### config.mk
export PLATFORM = sky130hd
export DESIGN_NAME = fifo_with_running_max_flat
export DESIGN_NICKNAME = d
export VERILOG_FILES = /design/src/design/mq_pkg.sv /design/src/design/mq_if.sv /design/src/design/mq_ram.sv /design/src/design/mq_ctrl.sv /design/src/design/fifo_with_running_max.sv /design/src/flat_wrapper.sv
export SDC_FILE = /design/constraint.sdc
export NUM_CORES = 2
export LEC_CHECK = 0
export BUFFER_PORTS_ARGS = -buffer_cell sky130_fd_sc_hd__buf_2
export CORE_ASPECT_RATIO = 2
export CORE_MARGIN = 2
export CORE_UTILIZATION = 46
export CTS_BUF_LIST = sky130_fd_sc_hd__clkbuf_16
export DETAILED_ROUTE_END_ITERATION = 8
export SLEW_MARGIN = 20
export SYNTH_ARGS = -nofsm -noshare
export SYNTH_HDL_FRONTEND = slang
export SYNTH_SLANG_ARGS = --single-unit
### constraint.sdc
create_clock -name clk_i -period 6.14 [get_ports clk_i]
set_input_delay 0.921 -clock clk_i [delete_from_list [all_inputs] [get_ports clk_i]]
set_output_delay 0.921 -clock clk_i [all_outputs]
set_load 0.01 [all_outputs]
### src/design/mq_pkg.sv
`timescale 1ns / 1ps

package mq_pkg;

  localparam int unsigned DEPTH  = 64;
  localparam int unsigned ADDR_W = (DEPTH > 1) ? $clog2(DEPTH) : 1;
  localparam int unsigned CNT_W  = $clog2(DEPTH + 1);
  localparam int unsigned VAL_W  = 31;

  typedef enum logic {
    OP_PUSH = 1'b0,
    OP_POP  = 1'b1
  } op_e;

  typedef enum logic [1:0] {
    ST_OK         = 2'd0,
    ST_POP_EMPTY  = 2'd1,
    ST_PUSH_FULL  = 2'd2
  } status_e;

  typedef enum logic [1:0] {
    S_IDLE,
    S_POP,
    S_SCAN
  } ctrl_state_e;

  typedef struct packed {
    logic [VAL_W-1:0] popped_value;
    logic [VAL_W-1:0] max_value;
    logic             queue_empty;
    status_e          status;
  } res_t;

  typedef struct packed {
    logic              we;
    logic [ADDR_W-1:0] waddr;
    logic [VAL_W-1:0]  wdata;
    logic              re;
    logic [ADDR_W-1:0] raddr;
  } mem_req_t;

  function automatic logic [ADDR_W-1:0] ptr_inc(input logic [ADDR_W-1:0] ptr);
    logic [ADDR_W-1:0] nxt;
    if (ptr == ADDR_W'(DEPTH - 1)) begin
      nxt = '0;
    end else begin
      nxt = ptr + 1'b1;
    end
    return nxt;
  endfunction

endpackage

### src/design/mq_if.sv
`timescale 1ns / 1ps

interface mq_in_if;
  logic                    valid;
  logic                    ready;
  logic                    operation;
  logic [mq_pkg::VAL_W-1:0] value;

  modport source (output valid, output operation, output value, input ready);
  modport sink   (input valid, input operation, input value, output ready);
endinterface

interface mq_out_if;
  logic                    valid;
  logic                    ready;
  logic [mq_pkg::VAL_W-1:0] popped_value;
  logic [mq_pkg::VAL_W-1:0] max_value;
  logic                    queue_empty;
  logic [1:0]              status;

  modport source (output valid, output popped_value, output max_value,
                  output queue_empty, output status, input ready);
  modport sink   (input valid, input popped_value, input max_value,
                  input queue_empty, input status, output ready);
endinterface

### src/design/mq_ram.sv
`timescale 1ns / 1ps

module mq_ram #(
  parameter int unsigned DEPTH  = 64,
  parameter int unsigned WIDTH  = 31,
  parameter int unsigned ADDR_W = (DEPTH > 1) ? $clog2(DEPTH) : 1
) (
  input  logic              clk_i,
  input  logic              we_i,
  input  logic [ADDR_W-1:0] waddr_i,
  input  logic [WIDTH-1:0]  wdata_i,
  input  logic              re_i,
  input  logic [ADDR_W-1:0] raddr_i,
  output logic [WIDTH-1:0]  rdata_o
);

  logic [WIDTH-1:0] mem [DEPTH];

  always_ff @(posedge clk_i) begin
    if (we_i) begin
      mem[waddr_i] <= wdata_i;
    end
  end

  always_ff @(posedge clk_i) begin
    if (re_i) begin
      rdata_o <= mem[raddr_i];
    end
  end

endmodule

### src/design/mq_ctrl.sv
`timescale 1ns / 1ps

module mq_ctrl (
  input  logic                     clk_i,
  input  logic                     rst_ni,
  input  logic                     in_valid_i,
  input  logic                     in_op_i,
  input  logic [mq_pkg::VAL_W-1:0] in_value_i,
  output logic                     in_ready_o,
  input  logic                     out_free_i,
  output logic                     res_vld_o,
  output mq_pkg::res_t             res_o,
  output mq_pkg::mem_req_t         mem_req_o,
  input  logic [mq_pkg::VAL_W-1:0] mem_rdata_i
);
  import mq_pkg::*;

  ctrl_state_e       state_q, state_d;
  logic [ADDR_W-1:0] head_q, head_d;
  logic [ADDR_W-1:0] tail_q, tail_d;
  logic [CNT_W-1:0]  count_q, count_d;
  logic [VAL_W-1:0]  max_q, max_d;
  logic [ADDR_W-1:0] scan_ptr_q, scan_ptr_d;
  logic [CNT_W-1:0]  scan_left_q, scan_left_d;
  logic              pend_q, pend_d;
  logic [VAL_W-1:0]  best_q, best_d;
  logic [VAL_W-1:0]  popped_q, popped_d;

  always_ff @(posedge clk_i or negedge rst_ni) begin
    if (!rst_ni) begin
      state_q     <= S_IDLE;
      head_q      <= '0;
      tail_q      <= '0;
      count_q     <= '0;
      max_q       <= '0;
      scan_left_q <= '0;
      pend_q      <= 1'b0;
    end else begin
      state_q     <= state_d;
      head_q      <= head_d;
      tail_q      <= tail_d;
      count_q     <= count_d;
      max_q       <= max_d;
      scan_left_q <= scan_left_d;
      pend_q      <= pend_d;
    end
  end

  always_ff @(posedge clk_i) begin
    scan_ptr_q <= scan_ptr_d;
    best_q     <= best_d;
    popped_q   <= popped_d;
  end

  always_comb begin
    state_d     = state_q;
    head_d      = head_q;
    tail_d      = tail_q;
    count_d     = count_q;
    max_d       = max_q;
    scan_ptr_d  = scan_ptr_q;
    scan_left_d = scan_left_q;
    pend_d      = pend_q;
    best_d      = best_q;
    popped_d    = popped_q;
    in_ready_o  = 1'b0;
    res_vld_o   = 1'b0;
    res_o       = '{popped_value: '0, max_value: max_q,
                    queue_empty: (count_q == '0), status: ST_OK};
    mem_req_o   = '{we: 1'b0, waddr: tail_q, wdata: in_value_i,
                    re: 1'b0, raddr: head_q};

    case (state_q)
      S_IDLE: begin
        in_ready_o = out_free_i;
        if (in_valid_i && out_free_i) begin
          if (in_op_i == OP_PUSH) begin
            res_vld_o = 1'b1;
            if (count_q == CNT_W'(DEPTH)) begin
              res_o.status = ST_PUSH_FULL;
            end else begin
              mem_req_o.we = 1'b1;
              tail_d       = ptr_inc(tail_q);
              count_d      = count_q + 1'b1;
              if (in_value_i > max_q) begin
                max_d = in_value_i;
              end
              res_o.max_value   = max_d;
              res_o.queue_empty = 1'b0;
            end
          end else if (count_q == '0) begin
            res_vld_o    = 1'b1;
            res_o.status = ST_POP_EMPTY;
          end else begin
            // fetch the front word, decide next cycle
            mem_req_o.re = 1'b1;
            state_d      = S_POP;
          end
        end
      end

      S_POP: begin
        popped_d = mem_rdata_i;
        head_d   = ptr_inc(head_q);
        count_d  = count_q - 1'b1;
        res_o.popped_value = mem_rdata_i;
        if (count_q == CNT_W'(1)) begin
          max_d             = '0;
          res_vld_o         = 1'b1;
          res_o.max_value   = '0;
          res_o.queue_empty = 1'b1;
          state_d           = S_IDLE;
        end else if (mem_rdata_i == max_q) begin
          // max left the queue: rescan what remains
          scan_ptr_d  = ptr_inc(head_q);
          scan_left_d = count_q - 1'b1;
          best_d      = '0;
          pend_d      = 1'b0;
          state_d     = S_SCAN;
        end else begin
          res_vld_o         = 1'b1;
          res_o.queue_empty = 1'b0;
          state_d           = S_IDLE;
        end
      end

      S_SCAN: begin
        if (scan_left_q != '0) begin
          mem_req_o.re    = 1'b1;
          mem_req_o.raddr = scan_ptr_q;
          scan_ptr_d      = ptr_inc(scan_ptr_q);
          scan_left_d     = scan_left_q - 1'b1;
          pend_d          = 1'b1;
        end else begin
          pend_d = 1'b0;
        end
        if (pend_q && (mem_rdata_i > best_q)) begin
          best_d = mem_rdata_i;
        end
        if ((scan_left_q == '0) && !pend_q) begin
          max_d              = best_q;
          res_vld_o          = 1'b1;
          res_o.popped_value = popped_q;
          res_o.max_value    = best_q;
          res_o.queue_empty  = 1'b0;
          state_d            = S_IDLE;
        end
      end

      default: begin
        state_d = S_IDLE;
      end
    endcase
  end

endmodule

### src/design/fifo_with_running_max.sv
`timescale 1ns / 1ps

// Bounded FIFO of 31-bit values that reports its running maximum.
// Input channel in_i carries one word per operation: operation 0 pushes
// value at the back, operation 1 pops the front. Output channel out_o
// returns one word per input word: popped value, maximum held afterwards,
// empty flag and status (pop on empty queue, or push dropped when full).
// Push and failed operations are decided in the idle state at acceptance and
// their result is registered in the output register. A pop reads the front
// entry from the entry RAM and is decided in the pop state; when it removes
// the maximum and entries remain, they are rescanned through the single RAM
// read port, one read per cycle, before the result is registered.
// One operation is in flight at a time; in_i.ready is high only while the
// controller is idle and the output register is empty or being drained.
// Reset clears head, tail, count and maximum; RAM contents are not cleared
// and are never read before being written.
// When out_o.ready stays low the result holds in the output register and
// no further input word is taken.
module fifo_with_running_max (
  input  logic  clk_i,
  input  logic  rst_ni,
  mq_in_if.sink    in_i,
  mq_out_if.source out_o
);
  import mq_pkg::*;

  logic             out_free;
  logic             res_vld;
  res_t             res;
  mem_req_t         mem_req;
  logic [VAL_W-1:0] mem_rdata;
  logic             out_vld_q, out_vld_d;
  res_t             out_res_q, out_res_d;

  assign out_free = !out_vld_q || out_o.ready;

  mq_ctrl u_ctrl (
    .clk_i       (clk_i),
    .rst_ni      (rst_ni),
    .in_valid_i  (in_i.valid),
    .in_op_i     (in_i.operation),
    .in_value_i  (in_i.value),
    .in_ready_o  (in_i.ready),
    .out_free_i  (out_free),
    .res_vld_o   (res_vld),
    .res_o       (res),
    .mem_req_o   (mem_req),
    .mem_rdata_i (mem_rdata)
  );

  mq_ram #(
    .DEPTH (DEPTH),
    .WIDTH (VAL_W)
  ) u_ram (
    .clk_i   (clk_i),
    .we_i    (mem_req.we),
    .waddr_i (mem_req.waddr),
    .wdata_i (mem_req.wdata),
    .re_i    (mem_req.re),
    .raddr_i (mem_req.raddr),
    .rdata_o (mem_rdata)
  );

  always_comb begin
    out_vld_d = out_vld_q;
    out_res_d = out_res_q;
    if (res_vld) begin
      out_vld_d = 1'b1;
      out_res_d = res;
    end else if (out_o.ready) begin
      out_vld_d = 1'b0;
    end
  end

  always_ff @(posedge clk_i or negedge rst_ni) begin
    if (!rst_ni) begin
      out_vld_q <= 1'b0;
    end else begin
      out_vld_q <= out_vld_d;
    end
  end

  always_ff @(posedge clk_i) begin
    out_res_q <= out_res_d;
  end

  assign out_o.valid        = out_vld_q;
  assign out_o.popped_value = out_res_q.popped_value;
  assign out_o.max_value    = out_res_q.max_value;
  assign out_o.queue_empty  = out_res_q.queue_empty;
  assign out_o.status       = 2'(out_res_q.status);

endmodule

### src/flat_wrapper.sv
// flat-port wrapper written by rule: the top's interface ports become plain ports
module fifo_with_running_max_flat import mq_pkg::*;
  (clk_i, rst_ni, in_i_valid, in_i_operation, in_i_value, in_i_ready, out_o_valid, out_o_popped_value, out_o_max_value, out_o_queue_empty, out_o_status, out_o_ready);
  mq_in_if in_i_i ();
  mq_out_if out_o_i ();
  input  logic clk_i;
  input  logic rst_ni;
  input wire logic [$bits(in_i_i.valid)-1:0] in_i_valid;
  input wire logic [$bits(in_i_i.operation)-1:0] in_i_operation;
  input wire logic [$bits(in_i_i.value)-1:0] in_i_value;
  output wire logic [$bits(in_i_i.ready)-1:0] in_i_ready;
  output wire logic [$bits(out_o_i.valid)-1:0] out_o_valid;
  output wire logic [$bits(out_o_i.popped_value)-1:0] out_o_popped_value;
  output wire logic [$bits(out_o_i.max_value)-1:0] out_o_max_value;
  output wire logic [$bits(out_o_i.queue_empty)-1:0] out_o_queue_empty;
  output wire logic [$bits(out_o_i.status)-1:0] out_o_status;
  input wire logic [$bits(out_o_i.ready)-1:0] out_o_ready;
  assign in_i_i.valid = in_i_valid;
  assign in_i_i.operation = in_i_operation;
  assign in_i_i.value = in_i_value;
  assign in_i_ready = in_i_i.ready;
  assign out_o_valid = out_o_i.valid;
  assign out_o_popped_value = out_o_i.popped_value;
  assign out_o_max_value = out_o_i.max_value;
  assign out_o_queue_empty = out_o_i.queue_empty;
  assign out_o_status = out_o_i.status;
  assign out_o_i.ready = out_o_ready;
  fifo_with_running_max u_core (.clk_i(clk_i), .rst_ni(rst_ni), .in_i(in_i_i), .out_o(out_o_i));
endmodule
==> impl_results.md <==
* DRC at 0
* WL/cell at slightly below 30 µm
* MaxCap Viol Count at 0
* Number of enable flip-flop cells after synthesis at 2148
* Final worst path period share at 85.2%
* Filler Cell Count at 15.8k
* Reg2reg end: u_core.u_ram.rdata_o[21]$_DFFE_PP_
* Placed Area at a little over 0.09 mm²
* Post-Synth Simple-Gate Area at between 10% and 20%
* Worst-skew pair later-pin latency at 850 ps
* Cts repair resizes at 0
* Seq/Total Area, Yosys at between 70% and 80%
* Fin Setup TNS at 0 ps
* Worst r2r src: u_core.u_ctrl.scan_left_q[0]$_DFFE_PN0P_
* Initial antenna violation count at 20
* Num CTS Buffers at 201
* Crit Path Class: reg2reg
* Post-Synthesis Cells at 6447
* Gr usage total at between 20% and 30%
* DRT Pass-1 Iters at 8
* First-pass GRT wire length at 387000 µm
* Slew @ Worst Pin at between 1000 and 1500 ps
* Worst Path Max Fanout at 88
* WP data required at roughly 6700 ps
* Synth Area in Adders at 1.04%
* Layout area overhead at 12.6%
* Share of cells above drive strength 1 at 10.4%
* Final Max Tran Viols at 0
* Worst setup endpoint: u_core.u_ram.rdata_o[21]$_DFFE_PP_
* Area occupied by multi-input gates at between 0.02 and 0.025 mm²
* Avg Cell Area, Syn at 13.7 µm²
* Skew final at 44.6 ps
* Mapped Area at 0.0881 mm²
* DIE WIDTH at 313 µm
* Yosys reg bits at 2209
* Detailed Route Iter0 Violations at roughly 7.8k
* Tmin final at between 5000 and 6000 ps
* Peak Freq at around 0.19 GHz
* Placer Congestion at 0.874
* Clock slew at reported path FFs at 70 ps
* Die Ht at around 620 µm
* # nets final at ~6.7k
* Synth Flop Type: edfxtp_1
* CP Launch Type: register
* Initial core utilization at between 40 and 50%
* Power Density at 438 mW/mm²
* Xor/xnor share of the synthesized area at 0.517%
* Post-route ant nets at 0
* Root Driver: clkbuf_16
* Die area at 0.195 mm²
* Largest family of logic cells by synthesized area: simple AND/OR/NAND/NOR gates
* Status: complete, no violations
* DR vias/cell at around 6
* Maximum VDD drop at 0.727 mV
* Setup violations, final at 0
* I/O pin cnt at 103
* Global route overflow at 0
* CTS Sinks at approximately 2.2k
* Port Buf Inserts at 102
* Slew margin rel. at 29.2%
* Overall routed net length at ~270000 µm
* Compound-Gate Fraction of Synth Area at 5.40%
* H-Tree Level Count at 4
* Via Count at 56.1k
* Crit path from: u_core.u_ctrl.scan_left_q[0]$_DFFE_PN0P_
* CTS tree: yes
* # rows at 227
* CP endpoint kind: register
* Fin. Hold Viols at 0
* Worst hold-check path type: in2async
* Pin count of the biggest net entering global routing at 178
* CTS Buffer Depth at 4
* Mux share of post-synthesis cell area at roughly 1.8%
* RSZ-0062 raised after global routing: no
* Detail Placement HPWL at roughly 160000 µm
* Core area at 0.191 mm²
* Sequential cell area at around 0.066 mm²
* Synth cell types at 67
* Async SR Flop Fraction at under 10%
* Postcts setup bufs at 0
* Syn. warnings at 0
* Number of global-route vias before repair at 53.7k
* WP data arrival at a little under 6000 ps
* Leakage power at 33.7 nW
* Syn_nets at 6556
* Non-Filler Cell Area, Final at 0.0991 mm²
* Worst reg-to-reg setup slack at just over 900 ps
* Reg2Reg Depth at 12
* Hold_buf cts at 0
cell usage after synthesis, drive strengths merged (61+ instances only):
cell type	number	area (µm²)
edfxtp	2148	64500
nand2	1700	6380
nand3	556	2780
clkbuf	258	968
nand4	238	1490
a32oi	187	1640
nor2	169	634
a21oi	159	796
mux2i	158	1580
buf	149	749
inv	80	300
ha	73	913
a31oi	66	413
dfrtp	61	1530
layout make-up:
| class | instances | area share (%) |
|---|---|---|
| antenna | 30 | 0.0757 |
| clock buffer | 205 | 5.17 |
| clock inverter | 157 | 1.23 |
| inverter | 80 | 0.303 |
| multi-input combinational | 3751 | 20.8 |
| sequential | 2209 | 66.6 |
| tap | 2519 | 3.18 |
| timing repair buffer | 315 | 2.59 |
where the power goes:
part	internal [mW]	total, mW	switching [mW]
logic	3.59	12.8	9.26
clock network	6.84	12.3	5.46
registers	17.5	18.2	0.749
total	27.9	43.4	15.5
worst min path at each step:
stage | slack [ps] | to | from
after floorplan | 460 | u_core.u_ctrl.scan_left_q[0]$_DFFE_PN0P_ | u_core.u_ctrl.scan_left_q[0]$_DFFE_PN0P_
after global placement | 500 | u_core.u_ctrl.scan_left_q[0]$_DFFE_PN0P_ | u_core.u_ctrl.scan_left_q[0]$_DFFE_PN0P_
after detailed placement | 490 | u_core.u_ctrl.scan_left_q[0]$_DFFE_PN0P_ | u_core.u_ctrl.scan_left_q[0]$_DFFE_PN0P_
after CTS | 220 | u_core.u_ctrl.tail_q[3]$_DFFE_PN0P_ | rst_ni
after global routing | 260 | u_core.u_ctrl.tail_q[3]$_DFFE_PN0P_ | rst_ni
final | 220 | u_core.u_ctrl.tail_q[3]$_DFFE_PN0P_ | rst_ni
per-layer routing:
layer	global-route usage [%]	vias to the layer above	share of wire [%]
li1	-	24300	-
met1	35.9	28300	38
met2	43.9	2936	47
met3	3.92	573	8.4
met4	16.3	6	6.6
met5	0	-	0.014
layout by cell type, fill, tap and decap left out, types with 101 or more instances in the layout:
cell and n:
nor2_1 101, nand3_1 556, nand4_1 238, edfxtp_1 2148, a21oi_1 158, clkbuf_16 205, buf_4 178, nand2_1 1698
buf_2 101, a32oi_1 187, inv_1 106, mux2i_1 158
critical path: stages (launching register included):
cell	delay (ps)
dfrtp_1	410
inv_1	80
ha_1	190
or4b_4	490
nor2_1	530
a2bb2oi_4	230
buf_12	220
buf_12	380
mux2i_1	470
a32oi_1	100
nand4_1	220
nand4_1	750
or4_1	750
registers in the layout (all words and copies together) (netlist names), 2 cells and up:
signal                     cells
u_core.u_ram.mem            1984
u_core.out_o.popped_value     31
u_core.u_ctrl.scan_ptr_q       6
u_core.u_ctrl.tail_q           6
u_core.u_ctrl.popped_q        31
u_core.u_ctrl.max_q           31
u_core.u_ram.rdata_o          31
u_core.u_ctrl.head_q           6
u_core.out_o.max_value        31
u_core.u_ctrl.state_q          2
u_core.u_ctrl.count_q          7
u_core.u_ctrl.scan_left_q      7
u_core.u_ctrl.best_q          31
u_core.out_o.status            2
logic make-up after synthesis:
group	count (synthesis)
multiplexers	162
XOR/XNOR	52
buffers and inverters	487
adder cells (fa/ha/maj)	73
AO/OA/AOI/OAI	654
AND/OR/NAND/NOR	2810
flip-flops	2209
stage by stage:
stage | instances | hold slack (ps) | setup slack [ps] | power [mW] | util (%)
after global routing | 9260 | 262 | 825 | 44.9 | 52.0
after CTS | 9235 | 223 | 1160 | 43.4 | 52.0
after detailed placement | 8873 | 495 | 1180 | 31.2 | 48.6
after floorplan | 6447 | 461 | 1790 | 25.8 | -
after global placement | 8872 | 504 | 1200 | 31.0 | 48.6
final | 9266 | 222 | 908 | 43.4 | 52.0
Power figures use the tool's default switching activity.
